$ cat config.mk
export PLATFORM = sky130hd
export DESIGN_NAME = fisr_fmul
export DESIGN_NICKNAME = d
export VERILOG_FILES = /design/src/rtl/core/fisr_pkg.sv /design/src/rtl/core/fisr_fmul.sv
export SDC_FILE = /design/constraint.sdc
export NUM_CORES = 2
export LEC_CHECK = 0
export ABC_AREA = 1
export BUFFER_PORTS_ARGS = -buffer_cell sky130_fd_sc_hd__buf_2
export CORE_MARGIN = 5
export CORE_UTILIZATION = 55
export CTS_CLUSTER_SIZE = 12
export DETAILED_ROUTE_END_ITERATION = 7
export PLACE_DENSITY = 0.83
export SYNTH_ARGS = -nofsm -noshare
export SYNTH_HDL_FRONTEND = slang
export SYNTH_SLANG_ARGS = --single-unit
$ cat constraint.sdc
create_clock -name clock -period 10.6 [get_ports clock]
set_input_delay 1.06 -clock clock [delete_from_list [all_inputs] [get_ports clock]]
set_output_delay 1.06 -clock clock [all_outputs]
set_load 0.05 [all_outputs]
$ cat src/rtl/core/fisr_pkg.sv
`timescale 1ns / 1ps
package fisr_pkg;

   // first guess constant and binary32 constants of the Newton step
   localparam logic [31:0] GUESS_MAGIC = 32'h5f3759df;
   localparam logic [31:0] FP_HALF     = 32'h3f000000;
   localparam logic [31:0] FP_ONE_HALF = 32'h3fc00000;
   localparam logic [31:0] FP_QNAN     = 32'hffc00000;
   localparam logic [31:0] FP_QUIET    = 32'h00400000;

   // latency of one arithmetic unit and of the whole datapath
   localparam int UNIT_DEPTH = 3;
   localparam int PIPE_DEPTH = 5 * UNIT_DEPTH;
   localparam int YDL_DEPTH  = 4 * UNIT_DEPTH;

   // count leading zeros of a 48-bit word, 48 when all zero
   function automatic logic [5:0] lzc48(input logic [47:0] v);
      logic [5:0] res;
      logic       found;
      res   = 6'd48;
      found = 1'b0;
      for (int i = 47; i >= 0; i--) begin
         if (!found && v[i]) begin
            res   = 6'(47 - i);
            found = 1'b1;
         end
      end
      return res;
   endfunction

endpackage

$ cat src/rtl/core/fisr_fmul.sv
`timescale 1ns / 1ps
module fisr_fmul import fisr_pkg::*; (
   input  logic        clock,
   input  logic        en,
   input  logic [31:0] a,
   input  logic [31:0] b,
   output logic [31:0] p
);

   // unpack operands
   logic [7:0]  ea, eb;
   logic [23:0] ma, mb;
   logic        anan, bnan, ainf, binf, azero, bzero, sgn;
   logic        spec_in;
   logic [31:0] sval_in;

   always_comb begin
      ea    = a[30:23];
      eb    = b[30:23];
      ma    = {ea != 8'd0, a[22:0]};
      mb    = {eb != 8'd0, b[22:0]};
      anan  = (ea == 8'hff) && (a[22:0] != 23'd0);
      bnan  = (eb == 8'hff) && (b[22:0] != 23'd0);
      ainf  = (ea == 8'hff) && (a[22:0] == 23'd0);
      binf  = (eb == 8'hff) && (b[22:0] == 23'd0);
      azero = a[30:0] == 31'd0;
      bzero = b[30:0] == 31'd0;
      sgn   = a[31] ^ b[31];
      spec_in = 1'b1;
      priority if (anan)                            sval_in = a | FP_QUIET;
      else if (bnan)                                sval_in = b | FP_QUIET;
      else if ((ainf && bzero) || (binf && azero))  sval_in = FP_QNAN;
      else if (ainf || binf)                        sval_in = {sgn, 8'hff, 23'd0};
      else if (azero || bzero)                      sval_in = {sgn, 31'd0};
      else begin
         spec_in = 1'b0;
         sval_in = 32'd0;
      end
   end

   // stage 1: mantissa product and exponent sum
   logic [47:0]        p1_ff;
   logic signed [10:0] e1_ff;
   logic               s1_ff, spec1_ff;
   logic [31:0]        sval1_ff;
   logic [7:0]         eaf, ebf;

   assign eaf = (ea == 8'd0) ? 8'd1 : ea;
   assign ebf = (eb == 8'd0) ? 8'd1 : eb;

   always_ff @(posedge clock) begin
      if (en) begin
         p1_ff    <= ma * mb;
         e1_ff    <= $signed({3'b0, eaf}) + $signed({3'b0, ebf}) - 11'sd127;
         s1_ff    <= sgn;
         spec1_ff <= spec_in;
         sval1_ff <= sval_in;
      end
   end

   // stage 2: normalize leading one to the top bit
   logic [5:0]         lz;
   logic [47:0]        pn2_ff;
   logic signed [10:0] er2_ff;
   logic               s2_ff, spec2_ff;
   logic [31:0]        sval2_ff;

   assign lz = lzc48(p1_ff);

   always_ff @(posedge clock) begin
      if (en) begin
         pn2_ff   <= p1_ff << lz;
         er2_ff   <= e1_ff + 11'sd1 - $signed({5'b0, lz});
         s2_ff    <= s1_ff;
         spec2_ff <= spec1_ff;
         sval2_ff <= sval1_ff;
      end
   end

   // stage 3: denormalize if needed and round to nearest even
   logic signed [10:0] kraw;
   logic [5:0]         k;
   logic [7:0]         expf;
   logic [95:0]        wide;
   logic [47:0]        q;
   logic [22:0]        mant;
   logic               g, st, up;
   logic [30:0]        mag;
   logic [31:0]        p3_ff;

   always_comb begin
      kraw = 11'sd1 - er2_ff;
      if (er2_ff >= 11'sd1) begin
         k    = 6'd0;
         expf = er2_ff[7:0];
      end else begin
         k    = (kraw > 11'sd49) ? 6'd49 : kraw[5:0];
         expf = 8'd0;
      end
      wide = {pn2_ff, 48'd0} >> k;
      q    = wide[95:48];
      mant = q[46:24];
      g    = q[23];
      st   = (|q[22:0]) | (|wide[47:0]);
      up   = g & (st | mant[0]);
      mag  = {expf, mant} + {30'd0, up};
   end

   always_ff @(posedge clock) begin
      if (en) begin
         if (spec2_ff)                 p3_ff <= sval2_ff;
         else if (er2_ff >= 11'sd255)  p3_ff <= {s2_ff, 8'hff, 23'd0};
         else                          p3_ff <= {s2_ff, mag};
      end
   end

   assign p = p3_ff;

endmodule

## After elaboration in Yosys (flattened, before gate mapping)

Index checks and enable logic that the tools add are counted.

| word-level totals | value |
|---|---|
| register bits | 218 |
| input port bits | 66 |
| output and inout port bits | 32 |
| word-level logic and storage cells | 255 |

| operators by class | value |
|---|---|
| add/subtract/negate cells | 6 |
| multipliers | 1 |
| order comparisons | 3 |
| equality and inequality tests | 2 |
| shift operators | 2 |
| mux-type cells | 108 |
| bitwise operators | 4 |
| reduce and logical (&&, ||, !) cells | 117 |

Operators with widths:

| kind | count |
|---|---|
| $mux 6 | 50 |
| $mux 32 | 6 |
| $shr 96x6->95 | 1 |
| $logic_not 31->1 | 2 |
| $logic_and 1x1->1 | 53 |
| $mul 24x24->48 | 1 |
| $mux 1 | 48 |
| $reduce_or 48->1 | 1 |
| $shl 48x6->48 | 1 |
| $logic_not 1->1 | 47 |
| $logic_not 23->1 | 2 |
| $reduce_bool 23->1 | 2 |
| $add 31x1->31 | 1 |
| $mux 31 | 1 |
| $mux 8 | 3 |
| $reduce_or 23->1 | 1 |
| $eq 8x8->1 const B | 2 |
| $logic_not 8->1 | 2 |
| $reduce_bool 8->1 | 2 |
| $add 11x2->11 const B | 1 |
| $ge 11x2->1 const B | 1 |
| $ge 11x9->1 const B | 1 |
| $gt 11x7->1 const B | 1 |
| $sub 11x7->11 | 1 |
| other kinds (9) | 12 |

## Logic depth before layout (Yosys ltp)

| logic depth | value |
|---|---|
| depth in word-level cells | 143 |
| depth in mapped cells | 47 |
| gate-level depth less buffers | 45 |

## Worst setup path before layout

Ideal clock, no wire load.

| timing path | value |
|---|---|
| path type | input port to flip-flop |
| start point | in a[30] |
| end point | reg p1_ff[46] (data pin) |
| library setup time | 0.269 ns |
| arrival | 8.009 ns |
| data required time | 10.331 ns |
| slack | 2.322 ns |
| stages on the path | 31 |
| cell sequence | or4_1 -> nor2_1 -> clkbuf_1 -> nor2_1 -> fa_1 -> fa_1 -> fa_1 -> inv_1 -> fa_1 -> fa_1 -> fa_1 -> inv_1 -> fa_1 -> ha_1 -> nand2_1 -> o21ai_0 -> a21oi_1 -> o21ai_0 -> nand3_1 -> nand2_1 -> nand3_1 -> nand2_1 -> a21oi_1 -> o21ai_0 -> nand3_1 -> nand2_1 -> nand2_1 -> nand2_1 -> inv_1 -> o31ai_1 -> xor2_1 |

| on the way | value |
|---|---|
| word-level cells in the longest chain between the ends | 2 |

RTL lines:

| what | RTL line | RTL |
|---|---|---|
| start: declaration | fisr_fmul.sv:5 | `input logic [31:0] a,` |
| $reduce_bool 8->1 | fisr_fmul.sv:20 | `ma = {ea != 8'd0, a[22:0]};` |
| $mul 24x24->48 | fisr_fmul.sv:53 | `p1_ff <= ma * mb;` |
| end signal: assignment | fisr_fmul.sv:53 |  |
| end: declaration | fisr_fmul.sv:42 | `logic [47:0] p1_ff;` |

Every way passes these cells.
A chain may end at the register's enable or synchronous reset.

## Final worst setup path

| timing path | value |
|---|---|
| start point | in a[6] |
| end point | reg p1_ff[44] (data pin) |

| on the way | value |
|---|---|
| word-level cells in the longest chain between the ends | 1 |

RTL lines:

| what | RTL line |
|---|---|
| $mul 24x24->48 | fisr_fmul.sv:53 |

Every way passes these cells.

==> reports/metrics.cfg <==
[clocking]
cts_inserted_buffers=25
cts_hold_buffers=0
root_buffer_selected_by_cts=sky130_fd_sc_hd__clkbuf_16
cts-htree-levels=1
clk-insertion-delay-late_ns=0.54
cts_post_setup_buffers_inserted=0
clkSlewWorstSetupHoldPaths_ns=0.05
clock_tree_from_tritoncts=yes
clock-sinks=217
bufs_on_longest_clock_path=3
cts_resized=0

[placement]
hpwlAfterDp_um=72200
routability_cong=0.974
count_of_input_and_output_buffers=97
post_dp_cell_area_sq_um=34700

[worst_setup_path]
r2r-start=p1_ff[45]
worst_path_largest_cell_delay_ns=0.53
cp-start-kind=primary input
rr_endpoint=er2_ff[9]
path_common_cell=sky130_fd_sc_hd__inv_1
crit_path_start=a[6]
crit_slowest_cell=sky130_fd_sc_hd__fa_1
cp.arrival_ns=9.01
critical_path_maximum_fanout=25
critPathCapture=p1_ff[44]
setup.worst_path.end_class=flop
critical_path_data_required_time_ns=10.88
regToRegSetupSlack_ns=3.84
worst-r2r-cell-count=40
path_class=in2reg

[route]
drt_iter0_drc=3140
drt_pre_antenna_iters=6
number_of_routed_nets_with_antenna_violations=0
detail_route.vias_per_cell=5.68
avgRoutedWirePerCell_um=18.5
drc_errors=0
route.vias.total=29000
postRouteWirelength_um=94500

[sta]
max-slew-margin-rel=0.280
period_needed_ns=8.73
max_freq_mhz=115
timing.final.hold_violations=0
setup_violations=0
tightest_slew_ns=1.08
finalMaxSlewViolations=0
grt_setup_unrepaired=false
setup_total_negative_slack_ns=0
period_share=0.824
final.setup_skew_ns=0.0141

[synthesis]
syn_inst=4394
synth_seq_area_share=0.191
synth-seq-cells=217
async_reset_ff_frac=0
synth-edff-count=217
synthesis.nets=5152
post_synth_num_cell_types=58
area_of_the_mapped_netlist_sq_um=34100
ys.flop_type=sky130_fd_sc_hd__edfxtp_1
synth_warnings=0
netlist.top_cell.by_area=sky130_fd_sc_hd__fa_1
synthTopCellsByArea=sky130_fd_sc_hd__fa_1 (28%), sky130_fd_sc_hd__edfxtp_1 (19%), sky130_fd_sc_hd__nand2_1 (12%), sky130_fd_sc_hd__inv_1 (10%), sky130_fd_sc_hd__ha_1 (7.6%)
syn_area_per_cell_sq_um=7.75
synth_largest_type_area_fraction=0.285

[global_route]
number_of_global_route_vias_before_repair=29000
maximum_number_of_pins_on_one_net_before_global_route_repair=84
grt_use_met1=0.347
globalRouteTotalUtil=0.280
grt.met2_usage=0.469
antenna_violations_before_repair=13
grt_busiest_layer=met2
global_route_wire_length_before_repair_um=151000
gr-total-overflow=0
met3_usage=0.0640

[status]
outcome=finished clean

[floorplanning]
initial_utilization=0.554
fp.coreArea_sq_um=61500
design.die.area_sq_um=67000
rows=91
die_height_um=259
die_width_um=259
boundaryPins=98

[finish]
num-nets-final=5054
area_growth_syn_to_layout_pct=4.46
final_area_sq_um=35600
drive_above_1_share=0.0534

[flow_run]
number_of_violations_of_the_max_capacitance_limit=0

[min_path]
worst_hold_path_type=reg2reg

==> registers in the layout, indices dropped and copies added, names as in the netlist <==
register / flops
sval1_ff: 32
e1_ff: 10
s2_ff: 1
s1_ff: 1
spec2_ff: 1
spec1_ff: 1
p1_ff: 48
pn2_ff: 48
p: 32
er2_ff: 11
sval2_ff: 32
==> cells in the mapped netlist, types with 45 or more instances <==
library cell	n
sky130_fd_sc_hd__nand2_1	1110
sky130_fd_sc_hd__ha_1	208
sky130_fd_sc_hd__fa_1	484
sky130_fd_sc_hd__o21ai_1	45
sky130_fd_sc_hd__clkbuf_1	198
sky130_fd_sc_hd__nand4_1	60
sky130_fd_sc_hd__nor2_1	177
sky130_fd_sc_hd__o21ai_0	180
sky130_fd_sc_hd__nand3_1	371
sky130_fd_sc_hd__xor2_1	56
sky130_fd_sc_hd__a21oi_1	81
sky130_fd_sc_hd__edfxtp_1	217
sky130_fd_sc_hd__inv_1	936
==> cells by family (layout without fill, tap and decap cells) <==
logic type      count (synthesis)  count (layout)  share of synthesized area
simple gates                 1827            1827                      0.230
fa+ha+maj                     692             692                      0.361
compound gates                365             365                     0.0589
xor+xnor                       78              78                     0.0201
other cells                     0              11                          0
mux                             8               8                    0.00246
buf+inv                      1207            1122                      0.136
flops                         217             217                      0.191
==> per-stage QoR <==
step / worst slack, ns / utilization / hold WS (ns) / cells
after floorplan: 2.32 / - / 0.400 / 4394
after global placement: 1.68 / 0.565 / 0.400 / 5059
after detailed placement: 1.39 / 0.565 / 0.405 / 5059
after CTS: 1.98 / 0.578 / 0.416 / 5099
after global routing: 1.35 / 0.578 / 0.418 / 5106
final: 1.87 / 0.579 / 0.414 / 5110
==> layout make-up <==
cell class	instances	area [sq um]
flip-flops and latches	217	6520
clock inverters	13	173
diodes	11	27.5
repair buffers	131	749
well taps	790	988
inverters	951	3570
fillers	5370	25900
multi-input cells	2970	22900
clock buffers	27	633
==> placed cells by master (no fill, tap or decap), types with 34 or more instances in the layout <==
| cell | instances |
|---|---|
| sky130_fd_sc_hd__o21ai_0 | 180 |
| sky130_fd_sc_hd__buf_2 | 96 |
| sky130_fd_sc_hd__ha_1 | 208 |
| sky130_fd_sc_hd__nand3_1 | 370 |
| sky130_fd_sc_hd__nand4_1 | 60 |
| sky130_fd_sc_hd__o21ai_1 | 45 |
| sky130_fd_sc_hd__nor2_1 | 175 |
| sky130_fd_sc_hd__a21oi_1 | 81 |
| sky130_fd_sc_hd__fa_1 | 484 |
| sky130_fd_sc_hd__nand2_1 | 1110 |
| sky130_fd_sc_hd__xor2_1 | 56 |
| sky130_fd_sc_hd__buf_4 | 34 |
| sky130_fd_sc_hd__edfxtp_1 | 217 |
| sky130_fd_sc_hd__inv_1 | 936 |
==> routing by layer <==
layer,wire (um),share of wire
met1,34000,0.36
met2,44800,0.47
met3,10300,0.11
met4,5240,0.055
met5,39,0.00041
==> worst min-delay path by stage <==
stage | startpoint | end | slack [ns] | cells past startpoint
floorplan | s1_ff | s2_ff | 0.40 | 0
global placement | sval1_ff[25] | sval2_ff[25] | 0.40 | 0
detailed placement | sval1_ff[15] | sval2_ff[15] | 0.40 | 0
CTS | sval1_ff[31] | sval2_ff[31] | 0.42 | 0
global route | sval1_ff[18] | sval2_ff[18] | 0.42 | 0
finish | sval1_ff[31] | sval2_ff[31] | 0.41 | 0
==> worst max-delay path: cells and delay by family <==
family / cells / cell delay [ns]
buf+inv: 10 / 1.03
xor+xnor: 1 / 0.16
compound gates: 11 / 2.28
fa+ha+maj: 8 / 3.51
simple gates: 10 / 0.94
Power is not shown: default switching activity piles up to over one toggle a cycle in this logic, so the estimate is an artifact.
