==> src/rtl/core/fisr_pkg.sv <==
`timescale 1ns / 1ps
package fisr_pkg;

   // first guess constant and binary32 constants of the Newton step
   localparam logic [31:0] GUESS_MAGIC = 32'h5f3759df;
   localparam logic [31:0] FP_HALF     = 32'h3f000000;
   localparam logic [31:0] FP_ONE_HALF = 32'h3fc00000;
   localparam logic [31:0] FP_QNAN     = 32'hffc00000;
   localparam logic [31:0] FP_QUIET    = 32'h00400000;

   // latency of one arithmetic unit and of the whole datapath
   localparam int UNIT_DEPTH = 3;
   localparam int PIPE_DEPTH = 5 * UNIT_DEPTH;
   localparam int YDL_DEPTH  = 4 * UNIT_DEPTH;

   // count leading zeros of a 48-bit word, 48 when all zero
   function automatic logic [5:0] lzc48(input logic [47:0] v);
      logic [5:0] res;
      logic       found;
      res   = 6'd48;
      found = 1'b0;
      for (int i = 47; i >= 0; i--) begin
         if (!found && v[i]) begin
            res   = 6'(47 - i);
            found = 1'b1;
         end
      end
      return res;
   endfunction

endpackage

==> src/rtl/core/fisr_fsub.sv <==
`timescale 1ns / 1ps
module fisr_fsub import fisr_pkg::*; (
   input  logic        clock,
   input  logic        en,
   input  logic [31:0] a,
   input  logic [31:0] b,
   output logic [31:0] d
);

   // unpack, flip sign of b, order operands by magnitude
   logic        sbn, anan, bnan, ainf, binf, swap, spec_in;
   logic [31:0] sval_in;
   logic [30:0] big, sml;
   logic [7:0]  ebf, esf;

   always_comb begin
      sbn  = ~b[31];
      anan = (a[30:23] == 8'hff) && (a[22:0] != 23'd0);
      bnan = (b[30:23] == 8'hff) && (b[22:0] != 23'd0);
      ainf = (a[30:23] == 8'hff) && (a[22:0] == 23'd0);
      binf = (b[30:23] == 8'hff) && (b[22:0] == 23'd0);
      swap = b[30:0] > a[30:0];
      big  = swap ? b[30:0] : a[30:0];
      sml  = swap ? a[30:0] : b[30:0];
      ebf  = (big[30:23] == 8'd0) ? 8'd1 : big[30:23];
      esf  = (sml[30:23] == 8'd0) ? 8'd1 : sml[30:23];
      spec_in = 1'b1;
      priority if (anan)                         sval_in = a | FP_QUIET;
      else if (bnan)                             sval_in = b | FP_QUIET;
      else if (ainf && binf && (a[31] != sbn))   sval_in = FP_QNAN;
      else if (ainf)                             sval_in = a;
      else if (binf)                             sval_in = {sbn, 8'hff, 23'd0};
      else begin
         spec_in = 1'b0;
         sval_in = 32'd0;
      end
   end

   // stage 1: operands in magnitude order
   logic [23:0] mb1_ff, ms1_ff;
   logic [7:0]  e1_ff, dd1_ff;
   logic        s1_ff, sub1_ff, zs1_ff, spec1_ff;
   logic [31:0] sval1_ff;

   always_ff @(posedge clock) begin
      if (en) begin
         mb1_ff   <= {big[30:23] != 8'd0, big[22:0]};
         ms1_ff   <= {sml[30:23] != 8'd0, sml[22:0]};
         e1_ff    <= ebf;
         dd1_ff   <= ebf - esf;
         s1_ff    <= swap ? sbn : a[31];
         sub1_ff  <= a[31] ^ sbn;
         zs1_ff   <= a[31] & sbn;
         spec1_ff <= spec_in;
         sval1_ff <= sval_in;
      end
   end

   // stage 2: align smaller operand with sticky, add or subtract
   logic [4:0]  dsh;
   logic [53:0] wide;
   logic [26:0] al, bg;
   logic [27:0] sum2_ff;
   logic [7:0]  e2_ff;
   logic        s2_ff, zs2_ff, spec2_ff;
   logic [31:0] sval2_ff;

   always_comb begin
      dsh  = (dd1_ff > 8'd28) ? 5'd28 : dd1_ff[4:0];
      wide = {ms1_ff, 3'b0, 27'd0} >> dsh;
      al   = {wide[53:28], wide[27] | (|wide[26:0])};
      bg   = {mb1_ff, 3'b0};
   end

   always_ff @(posedge clock) begin
      if (en) begin
         sum2_ff  <= sub1_ff ? ({1'b0, bg} - {1'b0, al}) : ({1'b0, bg} + {1'b0, al});
         e2_ff    <= e1_ff;
         s2_ff    <= s1_ff;
         zs2_ff   <= zs1_ff;
         spec2_ff <= spec1_ff;
         sval2_ff <= sval1_ff;
      end
   end

   // stage 3: normalize, round to nearest even
   logic [5:0]  lz, sh;
   logic [26:0] n;
   logic [8:0]  expw;
   logic [7:0]  expf;
   logic [22:0] mant;
   logic        g, st, up;
   logic [30:0] mag;
   logic [31:0] d3_ff;

   always_comb begin
      lz = lzc48({sum2_ff[26:0], 21'd0});
      sh = (lz > 6'(e2_ff - 8'd1)) ? 6'(e2_ff - 8'd1) : lz;
      if (e2_ff - 8'd1 > 8'd27) sh = lz;
      if (sum2_ff[27]) begin
         n    = {sum2_ff[27:2], sum2_ff[1] | sum2_ff[0]};
         expw = {1'b0, e2_ff} + 9'd1;
      end else begin
         n    = sum2_ff[26:0] << sh;
         expw = n[26] ? ({1'b0, e2_ff} - {3'b0, sh}) : 9'd0;
      end
      expf = expw[7:0];
      mant = n[25:3];
      g    = n[2];
      st   = |n[1:0];
      up   = g & (st | mant[0]);
      mag  = {expf, mant} + {30'd0, up};
   end

   always_ff @(posedge clock) begin
      if (en) begin
         if (spec2_ff)              d3_ff <= sval2_ff;
         else if (sum2_ff == 28'd0) d3_ff <= {zs2_ff, 31'd0};
         else if (expw >= 9'd255)   d3_ff <= {s2_ff, 8'hff, 23'd0};
         else                       d3_ff <= {s2_ff, mag};
      end
   end

   assign d = d3_ff;

endmodule

==> config.mk <==
export PLATFORM = sky130hd
export DESIGN_NAME = fisr_fsub
export DESIGN_NICKNAME = d
export VERILOG_FILES = /design/src/rtl/core/fisr_pkg.sv /design/src/rtl/core/fisr_fsub.sv
export SDC_FILE = /design/constraint.sdc
export NUM_CORES = 1
export LEC_CHECK = 0
export BUFFER_PORTS_ARGS = -buffer_cell sky130_fd_sc_hd__buf_2
export CORE_ASPECT_RATIO = 2
export CORE_UTILIZATION = 58
export CTS_BUF_LIST = sky130_fd_sc_hd__clkbuf_8
export DETAILED_ROUTE_END_ITERATION = 6
export GPL_ROUTABILITY_DRIVEN = 0
export PLACE_DENSITY_LB_ADDON = 0.1
export SLEW_MARGIN = 40
export SYNTH_ARGS = -nofsm -noshare
export SYNTH_HDL_FRONTEND = slang
export SYNTH_SLANG_ARGS = --single-unit
==> constraint.sdc <==
create_clock -name clock -period 6.4 [get_ports clock]
set_clock_uncertainty 0.05 [all_clocks]
set_input_delay 0.64 -clock clock [delete_from_list [all_inputs] [get_ports clock]]
set_output_delay 0.64 -clock clock [all_outputs]
set_load 0.1 [all_outputs]
=== Yosys cells after proc, flatten, opt, wreduce, memory -nomap -nowiden ===
Index checks and enable logic that the tools add are counted.
W data, S select, Z words.

* RAM bits: 0
* Logic and storage cells: 186
* Input bits: 66
* ROM bits: 0
* Memories kept: 0
* Flip-flop bits (word level): 203
* Bits in latches: 0

* Shift operators: 2
* Reductions and logical operators: 71
* Mux-type cells: 74
* Div/mod/pow operators: 0
* Equal/unequal tests: 3
* $lt $le $gt $ge: 5
* $mul: 0
* $add $sub $neg: 7
* Bitwise logic cells: 7

{| class="wikitable"
|+ Operators by type and width
! cell !! number
|-
| $mux W32 || 7
|-
| $mux W6 || 29
|-
| $mux W31 || 3
|-
| $shr A54 B5 Y54 || 1
|-
| $logic_not A23 Y1 || 2
|-
| $reduce_bool A23 Y1 || 2
|-
| $logic_and A1 B1 Y1 || 32
|-
| $add A31 B1 Y31 || 1
|-
| $gt A31 B31 Y1 || 1
|-
| $add A27 B27 Y28 || 1
|-
| $logic_not A28 Y1 || 1
|-
| $mux W1 || 28
|-
| $mux W28 || 1
|-
| $sub A27 B27 Y28 || 1
|-
| $reduce_or A27 Y1 || 1
|-
| $shl A27 B6 Y27 || 1
|-
| $logic_not A1 Y1 || 26
|-
| $mux W26 || 1
|-
| $mux W9 || 2
|-
| $eq A8 B8 Y1 const B || 2
|-
| $gt A8 B5 Y1 const B || 2
|-
| $logic_not A8 Y1 || 2
|-
| $mux W8 || 2
|-
| $reduce_bool A8 Y1 || 2
|-
| other kinds (15) || 18
|}

=== Longest topological paths before layout ===
* Depth in word-level cells: 91
* Gate-level depth with buffers: 37
* Mapped depth without buffers: 31

=== Worst setup path after synthesis ===
OpenSTA, ideal clock, no wires.

* Path type: reg2reg
* Start point: register sum2_ff[14]
* End point: register d3_ff[1] (netlist: d[1]), data pin
* Arrival: 6.708 ns
* Slack: -0.614 ns
* Clock period less this slack: 7.014 ns
* Setup time: 0.256 ns
* Stages on the path, launching flop included: 34
* Required time: 6.094 ns
* Cell sequence: edfxtp_1 or4_4 or2_1 nor2_1 o21ai_1 nand2_1 inv_1 clkbuf_1 ha_1 inv_1 a21oi_1 nor2_1 a211oi_1 o21ai_2 o211ai_4 a22o_1 inv_2 buf_4 buf_4 buf_6 ha_1 a21o_1 or4_1 o211ai_1 o21bai_1 maj3_1 a211o_1 nor4_2 o31ai_1 or4b_1 nand3_2 nor2_1 buf_2 a22o_1

* Word-level cells in the longest chain between the ends: 56
* Elaborated cells on any way between the ends: 75
* Those cells by class: 2 x add/sub; 2 x order compare; 1 x shift; 37 x mux; 2 x bitwise; 31 x reduce/logical

{| class="wikitable"
|+ Ends and longest elaborated chain
! item !! RTL line !! source
|-
| from (decl) || fisr_fsub.sv:63 || <nowiki>logic [27:0] sum2_ff;</nowiki>
|-
| from (signal assigned) || fisr_fsub.sv:77 || <nowiki>sum2_ff <= sub1_ff ? ({1'b0, bg} - {1'b0, al}) : ({1'b0, bg} + {1'b0, al});</nowiki>
|-
| $logic_and A1 B1 Y1 || fisr_pkg.sv:23 || <nowiki>if (!found && v[i]) begin</nowiki>
|-
| $mux W1 || fisr_pkg.sv:23 ||
|-
| $logic_not A1 Y1 || fisr_pkg.sv:23 ||
|-
| $logic_and A1 B1 Y1 || fisr_pkg.sv:23 ||
|-
| $mux W1 || fisr_pkg.sv:23 ||
|-
| $logic_not A1 Y1 || fisr_pkg.sv:23 ||
|-
| $logic_and A1 B1 Y1 || fisr_pkg.sv:23 ||
|-
| $mux W1 || fisr_pkg.sv:23 ||
|-
| (+40 left out) || - ||
|-
| $mux W26 || fisr_fsub.sv:100 || <nowiki>if (sum2_ff[27]) begin</nowiki>
|-
| $reduce_or A2 Y1 || fisr_fsub.sv:110 || <nowiki>st = |n[1:0];</nowiki>
|-
| $or A1 B1 Y1 || fisr_fsub.sv:111 || <nowiki>up = g & (st | mant[0]);</nowiki>
|-
| $and A1 B1 Y1 || fisr_fsub.sv:111 ||
|-
| $add A31 B1 Y31 || fisr_fsub.sv:112 || <nowiki>mag = {expf, mant} + {30'd0, up};</nowiki>
|-
| $mux W31 || fisr_fsub.sv:119 || <nowiki>else if (expw >= 9'd255) d3_ff <= {s2_ff, 8'hff, 23'd0};</nowiki>
|-
| $mux W32 (*) || fisr_fsub.sv:118 || <nowiki>else if (sum2_ff == 28'd0) d3_ff <= {zs2_ff, 31'd0};</nowiki>
|-
| $mux W32 (*) || fisr_fsub.sv:117 || <nowiki>if (spec2_ff) d3_ff <= sval2_ff;</nowiki>
|-
| to (signal assigned) || fisr_fsub.sv:117 ||
|-
| to (signal assigned) || fisr_fsub.sv:118 ||
|-
| to (signal assigned) || fisr_fsub.sv:119 ||
|-
| to (decl) || fisr_fsub.sv:94 || <nowiki>logic [31:0] d3_ff;</nowiki>
|}

Mark *: on every way between the ends. The rest lies on a longest branch, timed or not.
A chain may end at the register's enable or synchronous reset.

=== Final worst setup path ===
* Start point: register sum2_ff[25]
* End point: register d3_ff[6] (netlist: d[6]), data pin

* Word-level cells in the longest chain between the ends: 89
* Elaborated cells on any way between the ends: 119
* Those cells by class: 2 x add/sub; 2 x order compare; 1 x shift; 59 x mux; 2 x bitwise; 53 x reduce/logical

{| class="wikitable"
|+ Ends and longest elaborated chain
! item !! RTL line
|-
| $logic_and A1 B1 Y1 || fisr_pkg.sv:23
|-
| $mux W1 || fisr_pkg.sv:23
|-
| $logic_not A1 Y1 || fisr_pkg.sv:23
|-
| $logic_and A1 B1 Y1 || fisr_pkg.sv:23
|-
| $mux W1 || fisr_pkg.sv:23
|-
| $logic_not A1 Y1 || fisr_pkg.sv:23
|-
| $logic_and A1 B1 Y1 || fisr_pkg.sv:23
|-
| $mux W1 || fisr_pkg.sv:23
|-
| (+73 left out) || -
|-
| $mux W26 || fisr_fsub.sv:100
|-
| $reduce_or A2 Y1 || fisr_fsub.sv:110
|-
| $or A1 B1 Y1 || fisr_fsub.sv:111
|-
| $and A1 B1 Y1 || fisr_fsub.sv:111
|-
| $add A31 B1 Y31 || fisr_fsub.sv:112
|-
| $mux W31 || fisr_fsub.sv:119
|-
| $mux W32 (*) || fisr_fsub.sv:118
|-
| $mux W32 (*) || fisr_fsub.sv:117
|}

Marked as above.

==> qor.csv <==
metric;value;unit
hold violation total from the final report;0;
drt wl/cell;25.9;um
Tmin final;6370;ps
violated checks;design-rule violations;
Post-Route WL;65300;um
WS Path Type;flop to flop;
Arr. time, crit path;6680;ps
flop-to-flop setup slack;30;ps
Slew @ Worst Pin;829;ps
largest net degree at the start of global routing;138;
Final period util;99.5;%
EDFF count, synth;203;
final setup violating endpoints;0;
Initial Utilization;59.2;%
Worst setup SP type;flop;
Vias/cell;6.91;
total CTS buffers;28;
DRT antenna net count;0;
cell area power density;279;nW/um^2
worst hold endpoint;s1_ff;
Placed Area;19800;um^2
status;finished with violations;
gr ovfl total;0;
Reg power frac;31.4;%
WP data required;6710;ps
Syn Area/Cell;9.33;um^2
initial antenna violation count;4;
Vias;17400;
cell count after placement;2454;
vias in the first global route;17300;
Reg clk slew, reported paths;80;ps
die height;250;um
core area;30200;um^2
top sig layer;met5;
Pleak;8.79;nW
clock latency on the worst-skew pair;600;ps
clock power share;20.6;%
initial DRC count;1718;
CTS Sinks;203;
RSZ-0062 raised after global routing;true;
Max Fclk;157;MHz
# rows;90;
reg2reg path depth;29;
Hold Crit Start;a[31];
Placement Setup Slack;-150;ps
layout cells sized above 1;24.1;%
Mapped Area;17900;um^2
finished layout cell area;20900;um^2
Hold Buf Count CTS;0;
top_reg_cell synth;edfxtp_1;
Synth Register Bits;203;
Die W;126;um
port bufs;97;
commonest non-fill, non-tap cell in the layout;edfxtp_1;
CTS HTree Levels;1;
Yosys Warn Count;0;
DP Wirelength;48600;um
WL met2;32100;um
Gate power share;47.9;%
clock root cell;clkbuf_8;
NetSw;0.00245;W
Met3 Wirelength;5430;um
peak fanout along the critical path;5;
syn_nets;2085;
first-pass GRT wire length;99000;um
Mapped Cells;1913;
commonest non-fill, non-tap cells in the layout;edfxtp_1, buf_4, nand2_1;
gr usage total;41.7;%
DIE AREA;31500;um^2
r2r startpoint;sum2_ff[25];
Hold Path Stages;3;
setup ws final;31.3;ps
Max rail drop VDD;0.246;mV
CTS tree;yes;
max-slew violations;0;
switching share of power;42.0;%
CTS Buffer Depth;3;
Internal;0.00338;W
sequential area share after synthesis;34.1;%
Layout Nets;2305;
class of the worst hold path;primary input to flop;
DRC;37;
synth unique cells;117;
Setup crit end kind;flop;
Worst slew margin;44.7;%
crit-path max cell delay;540;ps
slowest library cell on the worst path;or4b_4;
ys async rst share;0;%
Max-Cap Viols;0;
IO Pins;98;
RR Endpoint;d[6];
fin cells;2525;
Area Overhead vs Synth;17.1;%
DR pass1 iterations;7;
M1 WL;19800;um
[synthesized netlist by cell type (all sizes together) (17+ instances only)]
cell    number  share of area [%]
a31oi       21               0.74
o211ai      37                1.7
xor2        25                1.3
o21a        19               0.81
xnor2       46                2.3
a22o        50                2.5
nor3        52                1.6
nor4        27                1.1
a21oi      111                3.1
mux2i       94                5.3
and3        17               0.60
nand4       21               0.77
nand2b      21               0.74
inv        119                2.5
clkbuf      61                1.3
nand2      167                3.5
buf         48                2.0
a21o        26                1.1
nand3       42                1.2
edfxtp     203                 34
a211oi      45                2.0
nor2b       18               0.63
nor2       131                2.8
mux2        49                3.1
ha         103                7.2
o21ai       96                2.8
[logic make-up after synthesis]
group / after synthesis / share of synthesized area, %
simple gates: 564 / 16.1
mux: 145 / 8.66
xor+xnor: 72 / 3.69
flops: 203 / 34.1
fa+ha+maj: 110 / 7.78
buf+inv: 231 / 5.82
compound gates: 588 / 23.8
[power by group through the flow]
stage | clock network, W | registers, W | logic, W
after CTS | 0.00121 | 0.00182 | 0.00260
after global placement | 0 | 0.00184 | 0.00255
after global routing | 0.00126 | 0.00184 | 0.00297
after detailed placement | 0 | 0.00184 | 0.00259
final | 0.00120 | 0.00183 | 0.00280
after floorplan | 0 | 0.00197 | 0.00152
[final cells by class]
class	count	area, um^2
Tap cell	368	460
Clock buffer	28	385
Antenna cell	2	5.00
Inverter	122	460
Sequential cell	203	6100
Fill cell	2430	9280
Clock inverter	24	295
Multi-Input combinational cell	1482	11100
Timing Repair Buffer	296	2090
[worst max-delay path: cells and delay by family, from the launching register on]
kind / cells / cell delay [ps]
buffers and inverters: 4 / 480
flip-flops: 1 / 440
AO/OA/AOI/OAI: 13 / 2200
adder cells (fa/ha/maj): 3 / 710
AND/OR/NAND/NOR: 9 / 2240
[through the flow]
| stage | TNS, ps | util, % | hold slack [ps] | power [W] |
|---|---|---|---|---|
| final | 0 | 69.2 | 301 | 0.00583 |
| after global routing | -6660 | 69.2 | 307 | 0.00607 |
| after global placement | 0 | 65.5 | 351 | 0.00440 |
| after CTS | 0 | 68.0 | 293 | 0.00563 |
| after floorplan | -3400 | - | 350 | 0.00349 |
| after detailed placement | -3180 | 65.6 | 355 | 0.00443 |
[registers in the layout (all words and copies together) (netlist names), 8 cells and up]
| name | count |
|---|---|
| ms1_ff | 24 |
| dd1_ff | 8 |
| sum2_ff | 28 |
| sval1_ff | 32 |
| e2_ff | 8 |
| e1_ff | 8 |
| sval2_ff | 32 |
| mb1_ff | 24 |
| d | 32 |
[metal layers]
metal,track usage [%],vias up
met5,0.477,-
met3,11.9,485
met4,42.0,6
met1,38.9,8135
li1,-,7733
met2,70.8,1087
[timing repair]
action | 4_1_cts | 5_1_grt
setup endpoints to repair | 31 | 36
resized for setup | 4 | 54
cloned | 1 | 2
pin swaps | 7 | 33
setup buffers | 1 | 13
[worst max-delay path by stage]
stage | start | end | slack [ps] | depth (start not counted)
floorplan | sum2_ff[23] | d[0] | -180 | 34
global placement | sum2_ff[23] | d[7] | 10 | 28
detailed placement | sum2_ff[23] | d[13] | -150 | 26
CTS | sum2_ff[26] | d[7] | 20 | 29
global route | sum2_ff[23] | d[7] | -260 | 28
finish | sum2_ff[25] | d[6] | 30 | 29
(Power assumes the default switching activity.)
